[config.mk]
export PLATFORM = sky130hd
export DESIGN_NAME = mbavg_ram
export DESIGN_NICKNAME = d
export VERILOG_FILES = /design/src/mbavg_ram.sv
export SDC_FILE = /design/constraint.sdc
export NUM_CORES = 1
export LEC_CHECK = 0
export ABC_AREA = 1
export BUFFER_PORTS_ARGS = -buffer_cell sky130_fd_sc_hd__buf_4
export CORE_UTILIZATION = 60
export DETAILED_ROUTE_END_ITERATION = 7
export PLACE_DENSITY = 0.85
export SLEW_MARGIN = 20
export SYNTH_ARGS = -nofsm -noshare
export SYNTH_HDL_FRONTEND = slang
export SYNTH_SLANG_ARGS = --single-unit
[constraint.sdc]
create_clock -name clk -period 2.09 [get_ports clk]
set_input_delay 0.3135 -clock clk [delete_from_list [all_inputs] [get_ports clk]]
set_output_delay 0.3135 -clock clk [all_outputs]
set_load 0.02 [all_outputs]
[src/mbavg_ram.sv]
module mbavg_ram #(
  parameter int WIDTH = 24,
  parameter int DEPTH = 8
) (
  input  logic                                       clk,
  input  logic                                       we,
  input  logic [((DEPTH > 1) ? $clog2(DEPTH) : 1)-1:0] waddr,
  input  logic [WIDTH-1:0]                           wdata,
  input  logic [((DEPTH > 1) ? $clog2(DEPTH) : 1)-1:0] raddr,
  output logic [WIDTH-1:0]                           rdata
);

  logic [WIDTH-1:0] mem [DEPTH];

  always_ff @(posedge clk) begin
    if (we) begin
      mem[waddr] <= wdata;
    end
    rdata <= mem[raddr];
  end

endmodule

# --- Word-level counts from Yosys, hierarchy flattened ---
# Memory sizes are Yosys's and may differ from the RTL's. A register that Yosys moved wholly into a read port is not among the register bits.
# Cells that the tools add are included.
word_totals:
  wordCells: 3
  out_inout_bits: 24
  in_bits: 32
  mem_count: 1
  ram_bits: 192
  regBits: 0
memory_table:
  columns: ["memory", "depth", "width", "read_ports", "rd_clocked_by_memory_dff", "wr", "line_no", "rtl"]
  rows:
  - ["mem", 8, 24, 1, 1, 1, "13", "logic [WIDTH-1:0] mem [DEPTH];"]
op_classes:
  muxes: 2
ops:
  columns: ["cell", "n"]
  rows:
  - ["1-bit two-way mux", 2]

# --- Longest topological paths before layout ---
depth:
  word_depth: 2
  mapped_depth: 9
  depth_no_buf: 6

# --- Worst setup path before layout ---
# OpenSTA, ideal clock, no wires.
synth_timing:
  path_kind: "input to register"
  start: "input waddr[0] (netlist name)"
  end: "memory mem[0][0], enable pin"
  path_buffers: 0
  arrival_time_ns: 1.479
  setup_time_ns: 0.405
  path_slack_ns: 0.206
  cell_stages: 3
  required_time_ns: 1.685
  cell_sequence: "inv_1 > nand2_1 > nor2_1"
synth_rtl:
  columns: ["item", "line_no", "rtl"]
  rows:
  - ["from (decl)", "7", "input logic [((DEPTH > 1) ? $clog2(DEPTH) : 1)-1:0] waddr,"]
  - ["to (decl)", "13", null]
# No word-level cell before the write port.

# --- Worst setup path in the final report ---
layout_timing:
  start: "register rdata[5] (read register of mem)"
  end: "output rdata[5]"
layout_rtl:
  columns: ["item", "line_no", "rtl"]
  rows:
  - ["from (decl)", "10", "output logic [WIDTH-1:0] rdata"]
# No word-level cell between the ends.

==> flow_summary.ini <==
[worst_hold_path]
min-delay-start = wdata[22]
holdPathEnd = mem[5][22]
hp-class = input port to flip-flop
min_path_cells = 1

[place]
place_inst = 1096
post_dp_cell_area_um2 = 9527
preCtsSetupSlack_ns = 0.5316
dp_hpwl_mm = 9.862
io_buffers = 55
gp_routability_congestion = 0.7487

[setup_path]
arrival_ns = 0.97
path_cells = buf_4
critPathLaunch = rdata[5]
slowest_stage = dfxtp_1
cp-end-kind = output pin
slowest_delay_ns = 0.34
criticalPathCategory = flip-flop to output pin
path_delay_family = flip-flops
reg2reg_to = rdata[9]
rr_worst_depth = 6
worst_ep_required_time_ns = 1.78
r2r-start = mem[0][9]
start_kind = flip-flop
critPathMaxFanout = 1
reg2reg_slack_ns = 1.12
critical_path.n_buffers_inverters = 1

[clock_network]
cts_max_path_buffers = 3
cts_hold_buffers = 0
htree_levels = 1
cts_tree = yes
cts_made_buffers = 21
clkTransAtPathRegs_ns = 0.06
cts_sinks = 216
clock_latency_ns = 0.48
clock-root-buffer = clkbuf_16
cts_setup_buffers = 0
cts.repair.resized = 0

[final_layout]
final_common_cell = nand2_1
post-route-util = 0.7002
regArea_um2 = 6246
final_cells = 1133
finalNetCount = 967
final.fill_count = 994
multi_input_area_um2 = 1724
layout_common_cells = 318 x nand2_1, 197 x inv_1, 192 x edfxtp_1
fin_area_um2 = 10180
insertedDiodeCount = 0
area_delta_synth_final_pct = 14.26
drive_gt1_frac = 0.1159

[synth]
ys_warn_count = 0
synth-seq-cells = 216
synth_compound_gate_area_share = 0
syn-num-nets = 904
seq_area_frac_synth = 0.7013
synth_simple_gate_area_frac = 0.1913
syn-cell-area_um2 = 8906
synthMuxAreaShare = 0
synthAdderAreaFrac = 0
synth_top_family_by_area = simple AND/OR/NAND/NOR gates
yosysUniqueCellTypes = 12
syn_avg_cell_area_um2 = 10.21
synth-xor-area-share = 0
syn-instance-count = 872

[outcome]
status = completed

[detailed_routing]
ant_nets = 0
via_per_inst = 5.162
wire_per_inst_um = 15.89
totalWireLength_mm = 18.00
drc_errors = 0
via_count = 5849
dr.pass1.iters = 5
drt_iter0_markers = 542

[power_and_ir_drop]
pwr-share-clk = 0.391
vdd_drop_max_mv = 0.6272
seqPwrFrac = 0.533
p_int_mw = 7.239
p_sw_frac = 0.2154
leakage_nw = 4.742
p_sw_mw = 1.987
power.density_nw_per_um2 = 906.6
comb_power_share = 0.076

[job]
max_cap_violations = 0

[floorplanning]
ios = 56
dieArea_um2 = 15340
die_h_um = 123.8
start_util = 0.6128
fp-row-count = 44
fp.dieW_um = 123.8
coreArea_um2 = 14530

[grt]
grt_max_degree = 77
antenna_found_initial = 0
grt_remaining_overflow = 0
grt_pass1_wl_mm = 28.01
grt_pass1_vias = 5827
globalRouteTotalUtil = 0.2451

[sta]
rsz0062_at_grt = false
finalMaxSlewViolations = 0
worstMarginPinSlew_ns = 0.4388
final-setup-viol-count = 0
min_period_over_period = 0.6131
skew_ns = 0.009126
layout_setup_ws_ns = 0.8086
tns_ns = 0
slew_headroom = 0.7075
min_period_ns = 1.281
timing.fmax_mhz = 780.4
hold_viol = 0
power groups by stage:
stage / clock network [mW] / logic, mW / registers (mW)
floorplan: 0 / 0.346 / 5.07
global placement: 0 / 0.660 / 5.00
detailed placement: 0 / 0.683 / 5.01
CTS: 3.63 / 0.698 / 4.92
global route: 3.81 / 0.772 / 4.93
finish: 3.61 / 0.699 / 4.92
worst max path at each step:
stage	end	depth (start not counted)
finish	rdata[5]	1
global route	rdata[5]	1
CTS	rdata[5]	1
detailed placement	rdata[10]	7
global placement	rdata[16]	7
floorplan	mem[0][0]	3
through the flow:
| stage | power (mW) | hold WS [ns] |
|---|---|---|
| floorplan | 5.412 | 0.4124 |
| global placement | 5.664 | 0.5477 |
| detailed placement | 5.691 | 0.5512 |
| CTS | 9.247 | 0.05826 |
| global route | 9.514 | 0.05517 |
| finish | 9.226 | 0.06623 |
area by class of cell:
type                            count  share of cell area
Clock buffer                       29             0.05558
Clock inverter                      8            0.008238
Inverter                          198             0.07304
Multi-Input combinational cell    422              0.1694
Sequential cell                   216              0.6138
Tap cell                          184             0.02262
Timing Repair Buffer               76             0.05730
cells in the mapped netlist, drive strengths merged:
| master | count | area share |
|---|---|---|
| buf | 30 | 0.021 |
| clkbuf | 6 | 0.0025 |
| dfxtp | 24 | 0.054 |
| edfxtp | 192 | 0.65 |
| inv | 198 | 0.083 |
| nand2 | 318 | 0.13 |
| nand3 | 96 | 0.054 |
| nor2 | 8 | 0.0034 |
state kept, by name, summed over array words and instances, names as in the netlist:
signal  cells
rdata      24
mem       192
layer usage:
metal,GRT usage,vias to the layer above,share of wire
met2,0.4309,279,0.51
met4,0.1084,0,0.030
met5,0,-,0
met1,0.2985,2692,0.38
met3,0.03892,57,0.075
li1,-,2821,-
cell families after synthesis:
logic type	Yosys count
simple gates	422
flops	216
buf+inv	234
Note: power is estimated with default switching activity, not from simulation.
