`src/mbavg_pkg.sv`:
```
package mbavg_pkg;

  // Widths fixed by the result and register fields.
  localparam int CHANNEL_BITS   = 3;
  localparam int COUNT_BITS     = 8;
  // Headroom so a full run of up to 255 conversions never overflows a sum.
  localparam int SUM_GUARD_BITS = 8;

  typedef logic [CHANNEL_BITS-1:0] channel_t;
  typedef logic [COUNT_BITS-1:0]   count_t;

endpackage

```
`src/mbavg_div.sv`:
```
// Signed-by-unsigned divide, truncating toward zero.
// Restoring, one quotient bit per cycle while busy after start.
module mbavg_div import mbavg_pkg::*; #(
  parameter int SUM_W = 24
) (
  input  logic                    clk,
  input  logic                    rst,
  input  logic                    start,
  input  logic signed [SUM_W-1:0] dividend,
  input  count_t                  divisor,
  output logic                    busy,
  output logic [SUM_W-1:0]        q_mag,
  output logic                    q_neg
);

  localparam int CW = $clog2(SUM_W + 1);

  logic [COUNT_BITS-1:0] rem;
  count_t                dvs;
  logic [CW-1:0]         cnt;
  logic [COUNT_BITS:0]   trial;
  logic                  fits;

  assign trial = {rem, q_mag[SUM_W-1]};
  assign fits  = trial >= {1'b0, dvs};

  always_ff @(posedge clk) begin
    if (rst) begin
      busy <= 1'b0;
      cnt  <= '0;
    end else if (start) begin
      busy <= 1'b1;
      cnt  <= CW'(SUM_W);
    end else if (busy) begin
      cnt <= cnt - 1'b1;
      if (cnt == CW'(1)) begin
        busy <= 1'b0;
      end
    end
  end

  // q_mag holds the dividend magnitude and shifts the quotient in behind it
  always_ff @(posedge clk) begin
    if (start) begin
      q_neg <= dividend[SUM_W-1];
      q_mag <= dividend[SUM_W-1] ? (~dividend + 1'b1) : dividend;
      rem   <= '0;
      dvs   <= divisor;
    end else if (busy) begin
      q_mag <= {q_mag[SUM_W-2:0], fits};
      rem   <= fits ? COUNT_BITS'(trial - {1'b0, dvs}) : trial[COUNT_BITS-1:0];
    end
  end

endmodule

```
`config.mk`:
```
export PLATFORM = sky130hd
export DESIGN_NAME = mbavg_div
export DESIGN_NICKNAME = d
export VERILOG_FILES = /design/src/mbavg_pkg.sv /design/src/mbavg_div.sv
export SDC_FILE = /design/constraint.sdc
export NUM_CORES = 1
export LEC_CHECK = 0
export BUFFER_PORTS_ARGS = -buffer_cell sky130_fd_sc_hd__buf_4
export CAP_MARGIN = 30
export CORE_MARGIN = 2
export CORE_UTILIZATION = 30
export DETAILED_ROUTE_END_ITERATION = 8
export GPL_TIMING_DRIVEN = 1
export SLEW_MARGIN = 20
export SYNTH_ARGS = -nofsm -noshare
export SYNTH_HDL_FRONTEND = slang
export SYNTH_SLANG_ARGS = --single-unit
export TNS_END_PERCENT = 20
```
`constraint.sdc`:
```
create_clock -name clk -period 1.9 [get_ports clk]
set_clock_uncertainty 0.05 [all_clocks]
set_input_delay 0.095 -clock clk [delete_from_list [all_inputs] [get_ports clk]]
set_output_delay 0.095 -clock clk [all_outputs]
set_load 0.03 [all_outputs]
```
**Word level (Yosys, flattened, before mapping)**

Index checks and enable logic that the tools add are counted.

- Bits in registers: 47
- Bits of input ports: 35
- Output and inout port bits: 26
- Word-level logic and storage cells: 24

- Add/subtract/negate cells: 3
- Order comparisons: 1
- Equality and inequality tests: 1
- Mux-type cells: 9
- Bitwise logic cells: 1
- Reduce and logical (&&, ||, !) cells: 2

Operators by type and width:

| operator | count |
|---|---|
| 24-bit two-way mux | 3 |
| 24-bit by 1-bit adder with 24-bit output (second input constant) | 1 |
| 24-bit inverter | 1 |
| 5-bit two-way mux | 2 |
| 9-bit by 8-bit greater-or-equal comparator with 1-bit output | 1 |
| 8-bit two-way mux | 1 |
| 8-bit subtractor | 1 |
| 5-bit by 1-bit equality test with 1-bit output (second input constant) | 1 |
| 5-bit by 1-bit subtractor with 5-bit output (second input constant) | 1 |
| 1-bit two-way mux | 3 |
| 2-bit nonzero test | 1 |
| 2-bit OR reduction | 1 |

**Depth between registers and ports, before layout**

Gate-level depths: netlist (run 1).

- Depth in word-level cells: 4
- Gate-level depth with buffers: 8
- Depth with buffers taken out: 8

**Least setup slack after synthesis (run 1)**

Ideal clock, no wire load.

- Path kind: reg2reg
- From: reg q_mag[23]
- To: reg rem[6]
- Setup time: 87 ps
- Data arrival time: 1964 ps
- Data required time: 1763 ps
- Slack: -201 ps
- Stages on the path, launching flop included: 9
- Buffers on the path: 0
- Period minus slack after synthesis: 2101 ps
- Cell sequence: edfxtp_1 > inv_1 > ha_1 > fa_1 > nand2b_1 > a21oi_1 > or4b_1 > and4_1 > o31ai_1

- Word-level cells in the longest chain between the ends: 2
- Elaborated cells between the ends (all ways): 3
- Classes of those cells: 1 x add/sub; 1 x order compare; 1 x mux

RTL lines:

| element | line | RTL |
|---|---|---|
| start, declared | mbavg_div.sv:12 | `output logic [SUM_W-1:0] q_mag,` |
| start signal, assigned | mbavg_div.sv:46 | `q_mag <= dividend[SUM_W-1] ? (~dividend + 1'b1) : dividend;` |
| start signal, assigned | mbavg_div.sv:50 | `q_mag <= {q_mag[SUM_W-2:0], fits};` |
| 8-bit subtractor or 9-bit by 8-bit greater-or-equal comparator with 1-bit output (tied branches) | mbavg_div.sv:51, mbavg_div.sv:25 |  |
| 8-bit two-way mux (*) | mbavg_div.sv:51 | `rem <= fits ? COUNT_BITS'(trial - {1'b0, dvs}) : trial[COUNT_BITS-1:0];` |
| end signal, assigned | mbavg_div.sv:51 |  |
| end, declared | mbavg_div.sv:18 | `logic [COUNT_BITS-1:0] rem;` |

Every way passes the cells marked *; elsewhere a longest branch is shown, timed or not.
A chain may end at the register's enable or synchronous reset.

**Final worst setup path (run 1)**

Same ends and word-level chain as after synthesis.

==> results of run 1 <==
layer usage:
| metal | vias up | wire length (um) | global-route usage [%] | part of all wire, % |
|---|---|---|---|---|
| met4 | 0 | 105 | 4.43 | 1.6 |
| li1 | 1208 | - | - | - |
| met2 | 51 | 3300 | 23.0 | 49 |
| met5 | - | 0 | 0 | 0 |
| met3 | 9 | 295 | 3.12 | 4.4 |
| met1 | 1125 | 3070 | 17.4 | 45 |
registers in the layout (all words and copies together), names as in the netlist:
signal	count
q_neg	1
q_mag	24
dvs	8
busy	1
cnt	5
rem	8
cells in the mapped netlist (2+ instances only):
library cell and n:
mux2_2 3, or2_1 2, and3_1 2, o21ai_0 4, a21o_1 3, or3_1 3
clkbuf_1 7, a21oi_1 24, nor2b_1 4, or4_4 2, nor3_1 3, or3_4 2
nand3_1 2, nand2_1 13, o31ai_1 4, nor2_1 36, xnor2_1 6, o21ai_1 9
inv_1 16, ha_1 11, dfxtp_1 14, nand2b_1 4, o41ai_1 2, a211oi_1 4
mux2i_1 5, o31ai_2 4, o41ai_2 2, edfxtp_1 33, xor2_1 23, buf_1 3
power groups by stage:
stage / sequential (W) / combinational [W] / clock (W)
6_report: 0.00127 / 0.000804 / 0.000673
5_1_grt: 0.00128 / 0.000873 / 0.000730
4_1_cts: 0.00127 / 0.000773 / 0.000697
3_5_place_dp: 0.00129 / 0.000742 / 0
3_3_place_gp: 0.00129 / 0.000730 / 0
2_1_floorplan: 0.00140 / 0.000298 / 0
stage by stage:
step / utilization [%] / area [um2] / power, W / hold WS [ps] / worst slack (ps)
after floorplan: - / 2810 / 0.00170 / 117 / -172
after global placement: 40.2 / 3680 / 0.00202 / 225 / -223
after detailed placement: 40.2 / 3680 / 0.00203 / 225 / -258
after CTS: 42.6 / 3900 / 0.00274 / 119 / -142
after global routing: 44.1 / 4040 / 0.00288 / 127 / -201
final: 44.1 / 4040 / 0.00275 / 133 / -106
logic make-up (layout without fill, tap and decap cells):
kind of cell / count (synthesis) / after routing / share of synthesized area [%]
buffers and inverters: 27 / 140 / 3.90
muxes: 9 / 9 / 3.40
adders and majority gates: 12 / 12 / 5.65
and+or+nand+nor: 83 / 83 / 15.4
AOI/OAI and AO/OA: 66 / 66 / 17.0
xor gates and xnor gates: 29 / 29 / 9.09
DFF: 47 / 47 / 45.5
repair_timing:
action,CTS,global route
hold endpoints to repair,14,0
hold buffers,9,0
pin swaps,3,5
gates cloned,0,0
setup buffers,1,3
endpoints found under the setup margin,9,11
gates resized for setup,3,21
cells in the final DEF, fill, tap and decap left out, types with 3 or more instances in the layout:
cell type and instances:
nand2b_1 3, dlygate4sd3_1 9, clkbuf_8 7, inv_1 13
ha_4 4, nand2_1 12, o31ai_1 3, xor2_1 23
o31ai_2 5, mux2_2 3, ha_1 7, a21o_1 3
a21oi_1 23, xnor2_1 6, nor2_1 35, o21ai_0 3
dfxtp_1 14, nor2b_1 4, mux2i_1 5, o21ai_1 9
inv_2 3, buf_4 105, edfxtp_1 33, or3_1 3
nor3_1 3
layout make-up:
class	instances	area, um2	area share [%]
Multi-Input combinational cell	199	1560	38.6
Sequential cell	47	1270	31.5
Timing Repair Buffer	116	910	22.5
Tap cell	111	139	3.44
Clock buffer	8	100	2.48
Inverter	16	60.1	1.49
how the worst max path moves through the flow:
stage | depth (start not counted) | to | slack, ps
floorplan | 8 | rem[6]$_SDFFE_PP0P_ | -170
global placement | 9 | q_mag[20]$_DFFE_PP_ | -220
detailed placement | 7 | q_mag[13]$_DFFE_PP_ | -260
CTS | 8 | rem[6]$_SDFFE_PP0P_ | -140
global route | 8 | rem[6]$_SDFFE_PP0P_ | -200
finish | 8 | rem[6]$_SDFFE_PP0P_ | -110
worst max-delay path: cells and delay by family, from the launching register on:
family | cells | cell delay (ps)
simple gates | 3 | 820
buf+inv | 1 | 100
fa+ha+maj | 2 | 330
flops | 1 | 420
compound gates | 2 | 220
==> qor.csv, run 1 <==
stage,metric,value,unit
worst_setup_path,CP Max Fanout,2,
global_routing,largest net degree at the start of global routing,41,
yosys,Mapped Cells,273,
timing,Final period util,106,%
cts,Longest Clk Path Bufs,2,
worst_setup_path,CP Cell Sequence,inv_2 > ha_4 > fa_2 > nand2b_4 > a21oi_4 > or4b_1 > and4_1 > o31ai_2,
routing,Pre-Repair DR Iteration Count,4,
yosys,sequential-to-total area share from yosys stat,45.5,%
global_routing,GRT overflow,0,
floorplanning,die extent in x,100,um
yosys,post-synth top area share,35.5,%
placement,dpl hpwl,5.06,mm
routing,via count,2393,
placement,number of I/O port buffers,60,
worst_setup_path,r2r worst-path depth,8,
yosys,yosys warns,0,
power,Sw Ratio,30.2,%
worst_setup_path,Worst Setup End Kind,register,
global_routing,antenna violations before repair,0,
timing,setup TNS,-124,ps
yosys,"area leader, netlist",edfxtp_1,
floorplanning,# IOs,61,
worst_setup_path,"Req. time, crit path",2080,ps
outcome,violated checks,negative setup slack,
cts,worst skew pair latency,300,ps
timing,Fmax achieved,498,MHz
worst_setup_path,kind of critical path,reg -> reg,
floorplanning,core area,0.00915,mm2
yosys,average footprint of a synthesized cell,10.2,um2
timing,endpoints failing hold,0,
cts,Root Buffer,clkbuf_8,
routing,ANT nets after route,0,
yosys,Yosys cell types,53,
layout,Filler cells,870,
routing,final wirelength,6.77,mm
timing,Final Max Slew Viols,0,
job,Max Cap Violations,0,
min_path,WHS Endpoint,q_mag[17]$_DFFE_PP_,
worst_setup_path,critical path's largest stage delay,470,ps
min_path,worst min path class,in -> reg,
layout,Finished Layout Cells,497,
yosys,prevailing post-synth register cell,edfxtp_1,
layout,layout cells sized above 1,39.4,%
layout,fin nets,432,
cts,clock transition at the registers of the reported paths,90,ps
floorplanning,standard-cell row count,35,
timing,final setup margin,-106,ps
routing,routed vias/inst,4.81,
yosys,Post-synth EDFFs,33,
floorplanning,Vert. Die Dim,100,um
floorplanning,Initial Util,30.5,%
power,PD cells,680,mW/mm2
yosys,share of synthesized registers carrying an async set or reset,0,%
yosys,Synthesized Nets,320,
worst_setup_path,reg2reg setup slack,-110,ps
power,total internal power,0.00192,W
outcome,run status,"complete, but fails checks",
power,Gate power share,29.3,%
global_routing,number of global-route vias before repair,2335,
worst_setup_path,Worst setup SP type,register,
timing,Slew headroom,64.9,%
power,P_leak,1.68,nW
power,Max IR drop VDD,0.338,mV
cts,CTS H-tree lvls,2,
global_routing,first-pass GRT wire length,11.0,mm
power,switching power total,0.000828,W
routing,initial detailed-routing violation count,66,
yosys,Synth Cell Area,0.00279,mm2
cts,TritonCTS Buffers,5,
layout,Layout area overhead,44.7,%
worst_setup_path,Critical Path Start,q_mag[23]$_DFFE_PP_,
worst_setup_path,slowest CP cell,or4b_1,
floorplanning,die area,0.0101,mm2
routing,Residual DRC,0,
worst_setup_path,Crit path arrival time,2180,ps
timing,unrepaired setup endpoints after global routing,yes,
cts,CTS sink cnt,47,
timing,Final setup viols,2,
power,Clock power frac,24.5,%
layout,diode count,0,
min_path,hold path cells,3,
yosys,Yosys reg bits,47,
cts,CTS tree,built,
placement,Inst Count DP,476,
yosys,Synth area leaders,"edfxtp_1, dfxtp_1, xor2_1, ha_1, nor2_1",
min_path,HP Start,dividend[17],
worst_setup_path,reg2reg end,rem[6]$_SDFFE_PP0P_,
timing,min Tclk post-route,2010,ps
placement,routability cong.,0.788,
power,Sequential Power Share,46.2,%
routing,wire per inst,13.6,um
worst_setup_path,r2r startpoint,q_mag[23]$_DFFE_PP_,
timing,worst slew pin tran,525,ps
global_routing,GRT Total Usage,13.7,%
No activity file was read; power rests on OpenSTA's default activity.
==> run 2: changes to the inputs <==
--- a/config.mk
+++ b/config.mk
@@ -5,6 +5,7 @@
 export SDC_FILE = /design/constraint.sdc
 export NUM_CORES = 1
 export LEC_CHECK = 0
+export ABC_AREA = 1
 export BUFFER_PORTS_ARGS = -buffer_cell sky130_fd_sc_hd__buf_4
 export CAP_MARGIN = 30
 export CORE_MARGIN = 2
==> run 2 against run 1 <==
The flow now finishes without violations. Fmax rose by 14%. Register-to-register slack improved by 240 ps. Hold slack got worse by 36 ps. Non-clock buffer count fell by 40. Via count rose by 19%. Critical path depth rose by 2. First-iteration DRC count rose by 18%. Largest cell class unchanged. Highest routed layer unchanged.
==> qor.csv, run 2 <==
stage,metric,value,unit
routing,routed vias/inst,4.71,
min_path,HP Start,dividend[0],
worst_setup_path,"Req. time, crit path",1900,ps
yosys,average footprint of a synthesized cell,7.57,um2
worst_setup_path,slowest CP cell,edfxtp_1,
floorplanning,Initial Util,30.8,%
layout,Finished Layout Cells,605,
layout,biggest regs,"q_mag x24, dvs x8, rem x8",
routing,wire per inst,12.6,um
worst_setup_path,Critical Path Start,dvs[2]$_DFFE_PP_,
cts,worst skew pair latency,300,ps
worst_setup_path,Worst Setup End Kind,register,
floorplanning,die extent in x,104,um
layout,Layout area overhead,26.9,%
floorplanning,Vert. Die Dim,104,um
yosys,"area leader, netlist",edfxtp_1,
min_path,WHS Endpoint,q_mag[0]$_DFFE_PP_,
yosys,Post-synth EDFFs,33,
timing,endpoints failing hold,0,
placement,Inst Count DP,587,
yosys,Yosys cell types,32,
layout,fin nets,518,
yosys,Synth Cell Area,0.00300,mm2
min_path,worst min path class,in -> reg,
routing,ANT nets after route,0,
floorplanning,die area,0.0108,mm2
power,P_leak,1.82,nW
cts,CTS H-tree lvls,2,
worst_setup_path,kind of critical path,reg -> reg,
yosys,most frequent cell after synthesis,nand2_1,
worst_setup_path,Worst setup SP type,register,
worst_setup_path,CP Cell Sequence,inv_1 > ha_2 > a21oi_2 > nand2_1 > nand2_2 > nand2_2 > nand2_4 > nand2_4 > nand2_1 > o21ai_1,
worst_setup_path,critical path's largest stage delay,370,ps
layout,layout cells sized above 1,20.3,%
yosys,Synth top cells by count,"nand2_1, inv_1, nand3_1",
routing,initial detailed-routing violation count,78,
global_routing,met1 usage,18.6,%
worst_setup_path,reg2reg end,q_mag[0]$_DFFE_PP_,
yosys,Synth area leaders,"edfxtp_1, nand2_1, dfxtp_1, nand3_1, inv_1",
cts,clock transition at the registers of the reported paths,90,ps
worst_setup_path,crit-path leading delay family,simple AND/OR/NAND/NOR gates,
timing,setup TNS,0,ps
outcome,run status,"complete, no violations",
cts,Root Buffer,clkbuf_8,
yosys,sequential-to-total area share from yosys stat,42.4,%
yosys,post-synth top area share,33.1,%
power,"Power, Total",0.00258,W
routing,Residual DRC,0,
layout,post-route core utilization,39.1,%
routing,Pre-Repair DR Iteration Count,4,
global_routing,gr busiest metal,met2,
layout,"commonest cells after routing, fill and taps aside","nand2_1, buf_4, inv_1",
layout,max reg flops,24,
cts,CTS sink cnt,47,
yosys,Mapped Cells,396,
worst_setup_path,Crit path arrival time,1770,ps
cts,TritonCTS Buffers,5,
floorplanning,core area,0.00973,mm2
yosys,prevailing post-synth register cell,edfxtp_1,
timing,Final setup viols,0,
timing,Fmax achieved,567,MHz
placement,number of I/O port buffers,60,
global_routing,first-pass GRT wire length,12.9,mm
layout,diode count,0,
cts,CTS tree,built,
yosys,yosys warns,0,
floorplanning,standard-cell row count,36,
layout,most flop-heavy register,q_mag,
power,Max IR drop VDD,0.333,mV
yosys,share of synthesized registers carrying an async set or reset,0,%
global_routing,number of global-route vias before repair,2809,
timing,Slew headroom,64.8,%
yosys,Synthesized Nets,443,
timing,worst slew pin tran,526,ps
global_routing,GRT Total Usage,14.3,%
placement,dpl hpwl,5.69,mm
global_routing,met3 Track Usage GR,2.82,%
cts,Longest Clk Path Bufs,2,
worst_setup_path,r2r startpoint,dvs[2]$_DFFE_PP_,
timing,min Tclk post-route,1760,ps
global_routing,largest net degree at the start of global routing,32,
routing,final wirelength,7.60,mm
floorplanning,# IOs,61,
layout,"most common cell after layout, fill and taps aside",nand2_1,
yosys,Yosys reg bits,47,
global_routing,met2 usage in global routing,24.1,%
timing,Final Max Slew Viols,0,
timing,unrepaired setup endpoints after global routing,no,
placement,routability cong.,0.853,
timing,Final period util,92.7,%
worst_setup_path,reg2reg setup slack,140,ps
min_path,hold path cells,3,
global_routing,GRT overflow,0,
power,PD cells,678,mW/mm2
worst_setup_path,Worst Path Buf+Inv,1,
worst_setup_path,r2r worst-path depth,10,
routing,via count,2849,
global_routing,antenna violations before repair,0,
job,Max Cap Violations,0,
worst_setup_path,CP Max Fanout,9,
run 2: worst max-delay path by stage:
stage	end	slack [ps]	cells past startpoint
6_report	q_mag[0]$_DFFE_PP_	140	10
2_1_floorplan	rem[4]$_SDFFE_PP0P_	20	8
3_5_place_dp	rem[4]$_SDFFE_PP0P_	90	8
4_1_cts	rem[4]$_SDFFE_PP0P_	60	8
5_1_grt	q_mag[0]$_DFFE_PP_	10	10
3_3_place_gp	rem[4]$_SDFFE_PP0P_	110	8
run 2: repair_timing:
action,CTS,global route
setup buffers,0,1
hold buffers,9,0
resized for setup,0,5
endpoints found under the hold margin,9,0
setup endpoints to repair,0,3
run 2: logic make-up (layout without fill, tap and decap cells):
logic type      count (synthesis)  after routing  share of synthesized area (%)
flops                          47             47                           42.4
xor+xnor                       10             10                           2.92
compound gates                 36             36                           7.26
simple gates                  234            234                           34.4
buf+inv                        57            133                           7.72
fa+ha+maj                      12             12                           5.26
run 2: final cells by class:
class / instances / area, um2
Fill cell: 1056 / 5920
Multi-Input combinational cell: 292 / 1510
Sequential cell: 47 / 1270
Timing Repair Buffer: 76 / 593
Inverter: 49 / 184
Tap cell: 133 / 166
Clock buffer: 5 / 68.8
Clock inverter: 3 / 15.0
run 2: tightest hold or removal path: cells and delay by family:
family | cells | cell delay, ps
AOI/OAI and AO/OA | 1 | 110
buffers and inverters | 2 | 120
run 2: power by group:
part	switching, W	internal, W
logic	0.000437	0.000282
registers	0.0000552	0.00121
clock network	0.000349	0.000251
total	0.000842	0.00174
run 2: routing by layer:
layer | routed length, um | part of all wire [%]
met1 | 3610 | 48
met2 | 3510 | 46
met3 | 329 | 4.3
met4 | 141 | 1.9
met5 | 0 | 0
run 2: metrics by stage:
step / cell area (um2) / hold slack (ps) / setup WS, ps
floorplan: 3000 / 114 / 22.9
global route: 3800 / 96.3 / 14.7
global placement: 3610 / 214 / 107
CTS: 3790 / 91.5 / 58.4
finish: 3800 / 96.8 / 138
detailed placement: 3610 / 219 / 90.7
==> run 3: changes to the inputs <==
--- a/config.mk
+++ b/config.mk
@@ -12,6 +12,7 @@
 export CORE_UTILIZATION = 30
 export DETAILED_ROUTE_END_ITERATION = 8
 export GPL_TIMING_DRIVEN = 1
+export RECOVER_POWER = 50
 export SLEW_MARGIN = 20
 export SYNTH_ARGS = -nofsm -noshare
 export SYNTH_HDL_FRONTEND = slang
==> run 3 against run 2 <==
Sequential cell count unchanged. Die area unchanged. Critical path depth unchanged. Routed wire length about the same. Utilization decreased by 1.0 points. Register-to-register slack about the same. Design area decreased by 2.6%. Setup slack improved by 1.5 ps. Cell count unchanged. Combinational power decreased by 7.4%. Critical path type unchanged. Largest cell class unchanged. Largest power group unchanged. Highest routed layer unchanged.
==> qor.csv, run 3 (synthesized netlist as in run 2, its figures left out) <==
stage,metric,value,unit
outcome,run status,"complete, no violations",
layout,max reg flops,24,
min_path,hold path cells,3,
worst_setup_path,reg2reg setup slack,140,ps
layout,biggest regs,"q_mag x24, dvs x8, rem x8",
global_routing,gr busiest metal,met2,
power,switching power total,0.000843,W
global_routing,number of global-route vias before repair,2809,
layout,"most common cell after layout, fill and taps aside",nand2_1,
floorplanning,die extent in x,104,um
layout,Layout area overhead,23.6,%
timing,Final setup viols,0,
floorplanning,core area,0.00973,mm2
worst_setup_path,Worst setup SP type,register,
floorplanning,standard-cell row count,36,
placement,Inst Count DP,587,
power,Max IR drop VDD,0.332,mV
timing,worst slew pin tran,785,ps
placement,dpl hpwl,5.69,mm
layout,diode count,0,
cts,clock transition at the registers of the reported paths,90,ps
layout,"commonest cells after routing, fill and taps aside","nand2_1, inv_1, nand3_1",
timing,setup TNS,0,ps
worst_setup_path,Worst Setup End Kind,register,
timing,Fmax achieved,568,MHz
cts,worst skew pair latency,300,ps
floorplanning,Initial Util,30.8,%
routing,final wirelength,7.60,mm
routing,via count,2834,
layout,most flop-heavy register,q_mag,
worst_setup_path,r2r worst-path depth,10,
global_routing,first-pass GRT wire length,12.9,mm
routing,routed vias/inst,4.68,
min_path,HP Start,dividend[0],
floorplanning,Vert. Die Dim,104,um
cts,CTS H-tree lvls,2,
timing,unrepaired setup endpoints after global routing,no,
power,"Power, Total",0.00253,W
placement,number of I/O port buffers,60,
min_path,WHS Endpoint,q_mag[0]$_DFFE_PP_,
routing,initial detailed-routing violation count,82,
cts,CTS tree,built,
routing,Pre-Repair DR Iteration Count,4,
power,Sequential Power Share,49.8,%
routing,wire per inst,12.6,um
timing,Final period util,92.7,%
power,P_leak,1.72,nW
job,Max Cap Violations,0,
global_routing,GRT overflow,0,
worst_setup_path,reg2reg end,q_mag[0]$_DFFE_PP_,
cts,TritonCTS Buffers,5,
timing,endpoints failing hold,0,
routing,Residual DRC,0,
layout,layout cells sized above 1,14.8,%
timing,Final Max Slew Viols,0,
routing,ANT nets after route,0,
global_routing,GRT Total Usage,14.3,%
layout,Finished Layout Cells,605,
global_routing,met2 usage in global routing,24.1,%
floorplanning,die area,0.0108,mm2
worst_setup_path,r2r startpoint,dvs[2]$_DFFE_PP_,
timing,min Tclk post-route,1760,ps
power,Gate power share,26.3,%
power,PD cells,683,mW/mm2
global_routing,largest net degree at the start of global routing,32,
power,total internal power,0.00169,W
min_path,worst min path class,in -> reg,
power,Sw Ratio,33.3,%
worst_setup_path,kind of critical path,reg -> reg,
global_routing,met1 usage,18.6,%
placement,routability cong.,0.853,
layout,fin nets,518,
cts,CTS sink cnt,47,
cts,Root Buffer,clkbuf_8,
global_routing,antenna violations before repair,0,
timing,Slew headroom,47.7,%
worst_setup_path,Crit path arrival time,1770,ps
worst_setup_path,"Req. time, crit path",1900,ps
power,Clock power frac,23.9,%
global_routing,met3 Track Usage GR,2.82,%
timing,hold slack,96.0,ps
worst_setup_path,CP Max Fanout,9,
floorplanning,# IOs,61,
cts,Longest Clk Path Bufs,2,
[run 3: cell count changes in the layout (fill, tap and decap cells not counted)]
cell,previous run,this run
buf_4,67,32
clkbuf_1,0,26
clkbuf_4,0,8
o21ai_0,6,9
o21ai_1,13,10
clkbuf_2,0,1
[run 3: cell type report]
class                   instances  area (um2)
fillers                      1087        6020
clock buffers                   5        68.8
inverters                      49         184
flip-flops and latches         47        1270
multi-input cells             292        1510
repair buffers                 76         493
clock inverters                 3        15.0
well taps                     133         166
[run 3: worst max path at each step]
stage	cells after the start	startpoint	end	slack, ps
6_report	10	dvs[2]$_DFFE_PP_	q_mag[0]$_DFFE_PP_	140
3_5_place_dp	8	q_mag[23]$_DFFE_PP_	rem[4]$_SDFFE_PP0P_	90
5_1_grt	11	dvs[6]$_DFFE_PP_	rem[2]$_SDFFE_PP0P_	10
2_1_floorplan	8	q_mag[23]$_DFFE_PP_	rem[4]$_SDFFE_PP0P_	20
3_3_place_gp	8	q_mag[23]$_DFFE_PP_	rem[4]$_SDFFE_PP0P_	110
4_1_cts	8	q_mag[23]$_DFFE_PP_	rem[4]$_SDFFE_PP0P_	60
[run 3: what timing repair did]
item / 4_1_cts / 5_1_grt
resized for setup: 0 / 5
buffers inserted: 0 / 1
setup endpoints to repair: 0 / 3
hold endpoints to repair: 9 / 0
hold buffers: 9 / 0
[run 3: per-layer routing]
layer | vias up | part of all wire [%]
met3 | 15 | 4.6
met5 | - | 0
li1 | 1445 | -
met1 | 1304 | 47
met4 | 0 | 1.9
met2 | 70 | 46
[run 3: worst max-delay path, cell delays in order (launching register included)]
cell	delay (ps)
edfxtp_1	370
inv_1	60
ha_2	290
a21oi_2	130
nand2_1	110
nand2_2	90
nand2_2	70
nand2_4	120
nand2_4	100
nand2_1	70
o21ai_1	60
[run 3: power by group through the flow]
stage / clock (W) / sequential [W] / combinational, W
finish: 0.000604 / 0.00126 / 0.000666
global route: 0.000666 / 0.00127 / 0.000743
CTS: 0.000629 / 0.00126 / 0.000718
detailed placement: 0 / 0.00128 / 0.000698
global placement: 0 / 0.00128 / 0.000691
floorplan: 0 / 0.00140 / 0.000318
[run 3: metrics by stage]
stage	area, um2	setup slack [ps]	utilization [%]
after floorplan	3000	22.9	-
after global placement	3610	107	37.1
after detailed placement	3610	90.7	37.1
after CTS	3790	58.4	38.9
after global routing	3700	9.97	38.1
final	3700	139	38.1
